<file path="src/hw/rtl/kvte_pkg.sv">
// shared types, codes and helpers of the key-value table engine
// depends on nothing
package kvte_pkg;

    localparam int TABLE_DEPTH = 16;
    localparam int TEXT_BYTES  = 8;
    localparam int IDX_W       = (TABLE_DEPTH > 1) ? $clog2(TABLE_DEPTH) : 1;

    typedef enum logic [2:0] {
        OP_INSERT = 3'd0,
        OP_GET    = 3'd1,
        OP_DELETE = 3'd2,
        OP_EXIST  = 3'd3,
        OP_MODIFY = 3'd4,
        OP_COPY   = 3'd5
    } op_code_t;

    typedef enum logic [1:0] {
        ST_OK      = 2'd0,
        ST_MISSING = 2'd1,
        ST_PRESENT = 2'd2,
        ST_FULL    = 2'd3
    } status_t;

    typedef struct packed {
        logic [2:0]         op;
        logic signed [31:0] key;
        logic signed [31:0] new_key;
        logic [63:0]        text;
        logic signed [31:0] number;
        logic [63:0]        real_bits;
    } req_t;

    typedef struct packed {
        logic [1:0]         status;
        logic [63:0]        text_out;
        logic signed [31:0] number_out;
        logic [63:0]        real_bits_out;
    } rsp_t;

    // value part of one table entry
    typedef struct packed {
        logic [63:0]        text;
        logic signed [31:0] number;
        logic [63:0]        real_bits;
    } entry_data_t;

    // keep the string up to its first zero byte, within TEXT_BYTES
    function automatic logic [63:0] clean_text(input logic [63:0] t);
        logic [63:0] r;
        logic        live;
        r    = '0;
        live = 1'b1;
        for (int b = 0; b < 8; b++) begin
            if (b >= TEXT_BYTES || t[8*b +: 8] == 8'd0) begin
                live = 1'b0;
            end
            if (live) begin
                r[8*b +: 8] = t[8*b +: 8];
            end
        end
        return r;
    endfunction

endpackage

</file>
<file path="src/hw/rtl/key_value_table_engine_unit.sv">
// top level of the key-value table engine: sequencer, key and data memories
// depends on kvte_pkg
//
// A table of up to TABLE_DEPTH entries, each a unique signed 32-bit key with
// a text word, an integer and a raw 64-bit real. Each request (insert, get,
// delete, exist, modify, copy) returns exactly one response with a status and
// read data; read data is zero except for a get that finds its key. A new
// entry takes the lowest free slot. Reset empties the table at once: only the
// valid bits are cleared, the memories need no clearing pass. Requests are
// handled one at a time. Each request scans all keys through the single read
// port of the key memory, one entry per cycle; get and a successful copy then
// read the data memory once more before the response. A new request is
// accepted in the cycle after the previous response is handed to the output
// register, so a response may still wait on m_ready while the next request
// is scanned.
module key_value_table_engine_unit (
    input  logic           aclk,
    input  logic           aresetn,
    input  logic           s_valid,
    output logic           s_ready,
    input  kvte_pkg::req_t s_req,
    output logic           m_valid,
    input  logic           m_ready,
    output kvte_pkg::rsp_t m_rsp
);
    import kvte_pkg::*;

    localparam logic [IDX_W-1:0] LAST_IDX = IDX_W'(TABLE_DEPTH - 1);

    // sequencer states, one-hot
    typedef enum logic [5:0] {
        S_IDLE   = 6'b000001,
        S_SCAN   = 6'b000010,
        S_LAST   = 6'b000100,
        S_DECIDE = 6'b001000,
        S_RDATA  = 6'b010000,
        S_RESP   = 6'b100000
    } state_t;

    state_t state_reg, state_next;

    // request held for the whole operation
    req_t req_reg;

    // key scan
    logic [IDX_W-1:0] scan_addr_reg;
    logic             cmp_en_reg;
    logic [IDX_W-1:0] cmp_idx_reg;
    logic [31:0]      key_rd_reg;

    // scan results
    logic             hit_reg;
    logic [IDX_W-1:0] hit_idx_reg;
    logic             nhit_reg;
    logic             free_reg;
    logic [IDX_W-1:0] free_idx_reg;

    // valid bits live in flops so reset empties the table at once
    logic [TABLE_DEPTH-1:0] valid_reg;

    // memories
    logic [31:0]  key_mem  [TABLE_DEPTH];
    entry_data_t  data_mem [TABLE_DEPTH];
    entry_data_t  data_rd_reg;

    // response path
    rsp_t rsp_pend_reg;
    logic m_valid_reg;
    rsp_t m_rsp_reg;

    // memory and table update controls
    logic             key_wr_en;
    logic [IDX_W-1:0] key_wr_addr;
    logic [31:0]      key_wr_data;
    logic             data_rd_en;
    logic [IDX_W-1:0] data_rd_addr;
    logic             data_wr_en;
    logic [IDX_W-1:0] data_wr_addr;
    entry_data_t      data_wr_data;
    logic             valid_set;
    logic             valid_clr;
    logic [IDX_W-1:0] valid_idx;
    logic             rsp_load;
    rsp_t             rsp_next;

    logic accept;
    logic out_free;
    logic key_match;
    logic nkey_match;
    logic slot_free;

    assign accept   = s_valid && s_ready;
    assign out_free = !m_valid_reg || m_ready;
    assign s_ready  = (state_reg == S_IDLE);
    assign m_valid  = m_valid_reg;
    assign m_rsp    = m_rsp_reg;

    // compare of the key read in the previous cycle
    assign key_match  = valid_reg[cmp_idx_reg] && (key_rd_reg == req_reg.key);
    assign nkey_match = valid_reg[cmp_idx_reg] && (key_rd_reg == req_reg.new_key);
    assign slot_free  = !valid_reg[cmp_idx_reg];

    // decide and finish the operation once the scan is complete
    always_comb begin
        state_next   = state_reg;
        key_wr_en    = 1'b0;
        key_wr_addr  = free_idx_reg;
        key_wr_data  = req_reg.key;
        data_rd_en   = 1'b0;
        data_rd_addr = hit_idx_reg;
        data_wr_en   = 1'b0;
        data_wr_addr = free_idx_reg;
        data_wr_data = '{text: clean_text(req_reg.text), number: req_reg.number,
                         real_bits: req_reg.real_bits};
        valid_set    = 1'b0;
        valid_clr    = 1'b0;
        valid_idx    = free_idx_reg;
        rsp_load     = 1'b0;
        rsp_next     = '0;
        rsp_next.status = ST_MISSING;

        case (state_reg)
            S_IDLE: begin
                if (s_valid) begin
                    state_next = S_SCAN;
                end
            end
            S_SCAN: begin
                if (scan_addr_reg == LAST_IDX) begin
                    state_next = S_LAST;
                end
            end
            S_LAST: begin
                // compare of the last entry lands at the end of this cycle
                state_next = S_DECIDE;
            end
            S_DECIDE: begin
                rsp_load   = 1'b1;
                state_next = S_RESP;
                case (op_code_t'(req_reg.op))
                    OP_INSERT: begin
                        if (hit_reg) begin
                            rsp_next.status = ST_PRESENT;
                        end else if (!free_reg) begin
                            rsp_next.status = ST_FULL;
                        end else begin
                            key_wr_en       = 1'b1;
                            data_wr_en      = 1'b1;
                            valid_set       = 1'b1;
                            rsp_next.status = ST_OK;
                        end
                    end
                    OP_GET: begin
                        if (hit_reg) begin
                            // fetch the entry's values first
                            data_rd_en = 1'b1;
                            rsp_load   = 1'b0;
                            state_next = S_RDATA;
                        end
                    end
                    OP_DELETE: begin
                        if (hit_reg) begin
                            valid_clr       = 1'b1;
                            valid_idx       = hit_idx_reg;
                            rsp_next.status = ST_OK;
                        end
                    end
                    OP_EXIST: begin
                        if (hit_reg) begin
                            rsp_next.status = ST_OK;
                        end
                    end
                    OP_MODIFY: begin
                        if (hit_reg) begin
                            data_wr_en      = 1'b1;
                            data_wr_addr    = hit_idx_reg;
                            rsp_next.status = ST_OK;
                        end
                    end
                    OP_COPY: begin
                        // destination present wins, also for a copy onto itself
                        if (nhit_reg) begin
                            rsp_next.status = ST_PRESENT;
                        end else if (!hit_reg) begin
                            rsp_next.status = ST_MISSING;
                        end else if (!free_reg) begin
                            rsp_next.status = ST_FULL;
                        end else begin
                            data_rd_en = 1'b1;
                            rsp_load   = 1'b0;
                            state_next = S_RDATA;
                        end
                    end
                    default: begin
                        rsp_next.status = ST_MISSING;
                    end
                endcase
            end
            S_RDATA: begin
                rsp_load        = 1'b1;
                state_next      = S_RESP;
                rsp_next.status = ST_OK;
                if (op_code_t'(req_reg.op) == OP_GET) begin
                    rsp_next.text_out      = data_rd_reg.text;
                    rsp_next.number_out    = data_rd_reg.number;
                    rsp_next.real_bits_out = data_rd_reg.real_bits;
                end else begin
                    // copy: new key gets the source entry's values
                    key_wr_en    = 1'b1;
                    key_wr_data  = req_reg.new_key;
                    data_wr_en   = 1'b1;
                    data_wr_data = data_rd_reg;
                    valid_set    = 1'b1;
                end
            end
            S_RESP: begin
                if (out_free) begin
                    state_next = S_IDLE;
                end
            end
            default: begin
                state_next = S_IDLE;
            end
        endcase
    end

    // sequencer and table control state
    always_ff @(posedge aclk) begin
        if (!aresetn) begin
            state_reg   <= S_IDLE;
            valid_reg   <= '0;
            cmp_en_reg  <= 1'b0;
            m_valid_reg <= 1'b0;
        end else begin
            state_reg  <= state_next;
            cmp_en_reg <= (state_reg == S_SCAN);
            if (valid_set) begin
                valid_reg[valid_idx] <= 1'b1;
            end
            if (valid_clr) begin
                valid_reg[valid_idx] <= 1'b0;
            end
            // a new response replaces one taken in the same cycle
            if (state_reg == S_RESP && out_free) begin
                m_valid_reg <= 1'b1;
            end else if (m_valid_reg && m_ready) begin
                m_valid_reg <= 1'b0;
            end
        end
    end

    // request, scan results and response payload
    always_ff @(posedge aclk) begin
        cmp_idx_reg <= scan_addr_reg;
        if (accept) begin
            req_reg       <= s_req;
            scan_addr_reg <= '0;
            hit_reg       <= 1'b0;
            nhit_reg      <= 1'b0;
            free_reg      <= 1'b0;
        end else begin
            if (state_reg == S_SCAN && scan_addr_reg != LAST_IDX) begin
                scan_addr_reg <= scan_addr_reg + 1'b1;
            end
            if (cmp_en_reg) begin
                // ascending scan: first hit and lowest free slot
                if (key_match && !hit_reg) begin
                    hit_reg     <= 1'b1;
                    hit_idx_reg <= cmp_idx_reg;
                end
                if (nkey_match) begin
                    nhit_reg <= 1'b1;
                end
                if (slot_free && !free_reg) begin
                    free_reg     <= 1'b1;
                    free_idx_reg <= cmp_idx_reg;
                end
            end
        end
        if (rsp_load) begin
            rsp_pend_reg <= rsp_next;
        end
        if (state_reg == S_RESP && out_free) begin
            m_rsp_reg <= rsp_pend_reg;
        end
    end

    // key memory, one read port used by the scan
    always_ff @(posedge aclk) begin
        if (state_reg == S_SCAN) begin
            key_rd_reg <= key_mem[scan_addr_reg];
        end
        if (key_wr_en) begin
            key_mem[key_wr_addr] <= key_wr_data;
        end
    end

    // data memory, values of each entry
    always_ff @(posedge aclk) begin
        if (data_rd_en) begin
            data_rd_reg <= data_mem[data_rd_addr];
        end
        if (data_wr_en) begin
            data_mem[data_wr_addr] <= data_wr_data;
        end
    end

endmodule

</file>
<file path="config.mk">
export PLATFORM = sky130hd
export DESIGN_NAME = key_value_table_engine_unit
export DESIGN_NICKNAME = d
export VERILOG_FILES = /design/src/hw/rtl/kvte_pkg.sv /design/src/hw/rtl/key_value_table_engine_unit.sv
export SDC_FILE = /design/constraint.sdc
export NUM_CORES = 2
export LEC_CHECK = 0
export BUFFER_PORTS_ARGS = -buffer_cell sky130_fd_sc_hd__buf_2
export CORE_MARGIN = 1.5
export CORE_UTILIZATION = 56
export DETAILED_ROUTE_END_ITERATION = 8
export HOLD_SLACK_MARGIN = 0.08
export PLACE_DENSITY = 0.81
export SYNTH_ARGS = -nofsm -noshare
export SYNTH_HDL_FRONTEND = slang
export SYNTH_SLANG_ARGS = --single-unit
</file>
<file path="constraint.sdc">
create_clock -name aclk -period 12.8 [get_ports aclk]
set_input_delay 1.28 -clock aclk [delete_from_list [all_inputs] [get_ports aclk]]
set_output_delay 1.28 -clock aclk [all_outputs]
set_load 0.01 [all_outputs]
</file>
**Word-level counts from Yosys, hierarchy flattened**

Memories as Yosys holds them, arrays and structs flattened. A register that Yosys moved wholly into a read port is not among the register bits.
Cells that the tools add are included.

- Reduce and logical (&&, ||, !) cells: 32
- Equal/unequal tests: 18
- Add/sub/neg operators: 1
- Bitwise operators: 4
- Muxes and demuxes: 75
- Magnitude comparators: 3

Operators with widths:

| cell | count |
|---|---|
| 160-bit 2-to-1 mux | 2 |
| 32-bit equality test | 2 |
| 8-bit logical NOT | 8 |
| 32-bit 2-to-1 mux | 2 |
| 8-bit 2-to-1 mux | 8 |
| 16-bit 2-to-1 mux | 3 |
| 6-bit 2-to-1 mux | 7 |
| 6-bit one-hot mux with 6 select lines | 1 |
| 1-bit 2-to-1 mux | 31 |
| 4-bit 2-to-1 mux | 5 |
| 16-bit AND | 1 |
| 16-bit inverter | 1 |
| 16-bit bitwise OR | 1 |
| 1-bit one-hot mux with 2 select lines | 6 |
| 6-bit one-hot mux with 2 select lines | 1 |
| 4-bit by 5-bit < comparator with 1-bit output (second input constant) | 2 |
| 2-bit 2-to-1 mux | 5 |
| 1-bit logical AND | 9 |
| 3-bit AND reduction | 3 |
| 2-bit AND reduction | 4 |
| 3-bit by 2-bit equality test with 1-bit output (second input constant) | 2 |
| 3-bit equality test (second input constant) | 2 |
| 6-bit by 1-bit equality test with 1-bit output (second input constant) | 1 |
| 6-bit by 2-bit equality test with 1-bit output (second input constant) | 1 |
| other kinds (20) | 25 |

- Register bits: 594
- Memory bits (writable): 3072
- Memories: 2
- Output and inout bits: 164

Memory list:

| name | words | bits a word | rd ports | clocked after Yosys merged registers in | wr ports | RTL line | source |
|---|---|---|---|---|---|---|---|
| data_mem | 16 | 160 | 1 | 1 | 1 | key_value_table_engine_unit.sv:63 | `entry_data_t data_mem [TABLE_DEPTH];` |
| key_mem | 16 | 32 | 1 | 1 | 1 | key_value_table_engine_unit.sv:62 | `logic [31:0] key_mem [TABLE_DEPTH];` |

**Longest topological paths before layout**

- Depth after elaboration: 12
- Mapped depth: 8
- Mapped depth without buffers: 6

**Worst setup path after synthesis**

No wires, ideal clock.

- Path type: register -> register
- From: reg state_reg[0]
- To: reg state_reg[5]
- Library setup time: 111 ps
- Period minus slack after synthesis: 13339 ps
- Cell stages (with the launch flop): 5
- Arrival time: 13228 ps
- Required time: 12689 ps
- Path slack: -539 ps
- Buffers on the path: 0
- Cell sequence: dfxtp_1 > nor4_4 > nand2_1 > o21ai_0 > o21a_1

- Cells in the longest elaborated chain, start to end: 3
- Elaborated cells on any way between the ends: 11

Ends and longest elaborated chain:

| item | RTL line | source |
|---|---|---|
| start: declaration | key_value_table_engine_unit.sv:40 | `state_t state_reg, state_next;` |
| start signal: assignment | key_value_table_engine_unit.sv:235 | `state_reg <= state_next;` |
| 6-bit by 2-bit equality test with 1-bit output, or another cell as far along | key_value_table_engine_unit.sv:122 | `case (state_reg)` |
| 2-bit != test (no source line) | - |  |
| 3-bit AND reduction (no source line) | - |  |

Several ways; a longest one is shown, not always the timed one.
A chain may end at the register's enable or synchronous reset.

==> metrics.yaml <==
timing:
  min_period_ns: 5.94
  slew_headroom_pct: -19.0
  tightest_slew_ns: 1.78
  fmax_mhz: 168
  maxSlewViolCount: 67
  rsz0062_at_grt: "false"
  finalSetupTns_ns: 0
  post-route-period-util_pct: 46.4
  finalHoldViolations: 0
  final-setup-viol-count: 0
  clock_skew_ns: 0.126
critical_path:
  crit_chain: "buf_4, buf_4, buf_4, buf_4, buf_4, mux4_2, mux4_2"
  worstPathArrival_ns: 6.57
  reg2reg_depth: 7
  max_stage_delay_ns: 1.04
  cp.required_ns: 13.43
  end_kind: "flip-flop"
  critPathMaxFanout: 75
  r2r-end: "data_rd_reg[24]"
  crit_type: "flip-flop to flip-flop"
  reg2reg_slack_ns: 6.86
  start_kind: "flip-flop"
  path_common_cell: "buf_4"
  r2r_start: "data_rd_addr[1]"
  cp_slowest_cell: "buf_4"
clock_tree:
  postCtsSetupBuffers: 0
  cts.clk_slew.worst_paths_ns: 0.07
  root_buffer: "clkbuf_16"
  cts.sinks: 3858
  ctsHtreeMaxLevel: 5
  cts_buffers: 374
  cts_tree: "yes"
  cts_buffer_depth: 4
  clkLatencyLatePin_ns: 0.95
  cts-resized-gates: 0
  cts.hold.buffers_added: 0
grt:
  grt_pass1_wl_um: 539000
  grt-ovfl-total: 0
  grt_pass1_vias: 72800
  track_usage_pct: 29.5
  antenna_found_initial: 23
  grt_max_degree: 161
layout:
  layout_commonest_cell: "edfxtp_1"
  drive_gt1_share_pct: 29.7
  final_area_um2: 162000
  largest_register_ffs: 2560
  nNetsFinal: 6889
  utilization_pct: 63.6
  nFillCells: 15100
  area_growth_pct: 12.9
  layout_common_cells: "3823 x edfxtp_1, 964 x mux4_2, 431 x nand2_1, 394 x buf_2, 380 x clkbuf_16"
synth:
  synth_fp_nets: 6281
  avgSynthCellArea_um2: 23.7
  async_flop_share_pct: 0
  yosysWarnings: 0
  ys_ff_latch: 3858
  syn-cell-area_um2: 144000
  synth_edf_count: 3823
  ys_seq_area_share_pct: 80.4
  post_synth_num_cell_types: 62
  ys.flop_type: "edfxtp_1"
  syn_inst: 6049
floorplanning:
  die_x_um: 509
  io_pins: 395
  die_area_um2: 259000
  die_y_um: 509
  initial_utilization_pct: 56.4
  coreArea_um2: 255000
  fp-row-count: 185
detailed_routing:
  ant_nets: 0
  drt_wl_total_um: 381000
  drtPass1Iterations: 8
  vias: 70800
  via_per_inst: 6.86
  drt_iter0_drc: 11500
  route.detailed.drc: 2
  wl_per_cell_um: 36.9
pwr:
  design_power_total_mw: 25.7
  net-switching-power_mw: 5.36
  clkPwrFrac_pct: 43.0
  ir_drop_mv: 0.151
  p_leak_nw: 50.3
  seqPwrFrac_pct: 55.0
  combPwrFrac_pct: 2.0
  p_per_area_nw_per_um2: 159
  switching_share_pct: 20.9
  internal_power_mw: 20.3
worst_hold_path:
  hp-class: "flip-flop to flip-flop"
  holdPathStages: 0
  hold_end: "m_rsp[71]"
  min-delay-start: "rsp_pend_reg[71]"
place:
  hpwl_um: 173000
  io_buffers: 394
  placed_cell_area_um2: 150000
  place_congestion: 0.844
job:
  maxCapViolCount: 0
outcome:
  violations: "DRC, slew limit"
  status: "complete, but fails checks"
==> cell type report <==
class | count | area, µm² | area share, %
sequential | 3858 | 116000 | 71.3
multi-input combinational | 1899 | 27200 | 16.8
clock inverter | 215 | 2180 | 1.34
timing repair buffer | 516 | 3050 | 1.88
antenna | 3 | 7.51 | 0.00463
inverter | 8 | 37.5 | 0.0232
clock buffer | 457 | 9830 | 6.07
tap | 3366 | 4210 | 2.60
==> cell usage after synthesis (all sizes together), types with 9 or more instances <==
library cell | instances | area (µm²)
buf | 141 | 669
and2 | 164 | 1030
nor4 | 29 | 203
nand2b | 9 | 56.3
o22ai | 11 | 68.8
clkbuf | 143 | 537
nor2 | 40 | 153
mux4 | 964 | 21700
xor2 | 62 | 543
o21ai | 13 | 76.3
nor2b | 10 | 62.6
o21a | 10 | 75.1
a21oi | 12 | 60.1
dfxtp | 35 | 701
edfxtp | 3823 | 115000
a22o | 56 | 490
nand2 | 431 | 1620
==> per-layer routing <==
layer | track usage [%] | up-vias | share of wire, %
met1 | 39.6 | 36700 | 33
met4 | 13.2 | 10 | 5.2
met3 | 5.39 | 1056 | 12
met2 | 47.7 | 6428 | 49
met5 | 0 | - | 0.015
li1 | - | 26600 | -
==> power by group through the flow <==
| stage | logic [mW] | clock network, mW | registers [mW] |
|---|---|---|---|
| 2_1_floorplan | 0.320 | 0 | 14.4 |
| 3_3_place_gp | 0.465 | 0 | 14.4 |
| 3_5_place_dp | 0.501 | 0 | 14.4 |
| 4_1_cts | 0.518 | 11.1 | 14.1 |
| 5_1_grt | 0.559 | 11.6 | 14.1 |
| 6_report | 0.521 | 11.1 | 14.1 |
==> critical path, delay by kind of cell (launching register included) <==
family / cells / cell delay [ns]
buffers and inverters: 5 / 4.36
DFF: 1 / 0.33
muxes: 2 / 0.93
==> through the flow <==
step	hold WS (ns)	setup slack, ns	std cells
after floorplan	0.329	1.05	6049
after global placement	0.403	7.08	9647
after detailed placement	0.405	6.94	9647
after CTS	0.399	6.94	10300
after global routing	0.409	6.79	10300
final	0.399	6.86	10300
==> worst max-delay path by stage <==
stage,start,to,slack (ns),depth (start not counted)
2_1_floorplan,req_reg[226],data_mem[14][0],1.05,6
3_3_place_gp,data_rd_addr[1],data_rd_reg[15],7.08,7
3_5_place_dp,data_rd_addr[1],data_rd_reg[29],6.94,7
4_1_cts,data_rd_addr[1],data_rd_reg[21],6.94,7
5_1_grt,data_rd_addr[1],data_rd_reg[24],6.79,7
6_report,data_rd_addr[1],data_rd_reg[24],6.86,7
==> kinds of logic (layout without fill, tap and decap cells) <==
family                   count (synthesis)  count (layout)  synth area share [%]
AO/OA/AOI/OAI                          132             132                 0.715
flip-flops                            3858            3858                  80.4
XOR/XNOR                                65              65                 0.396
buffers and inverters                  292            1196                 0.861
adder cells (fa/ha/maj)                  1               1               0.00871
other                                    0               3                     0
AND/OR/NAND/NOR                        731             731                  2.41
multiplexers                           970             970                  15.2
Note: power is estimated with default switching activity, not from simulation.
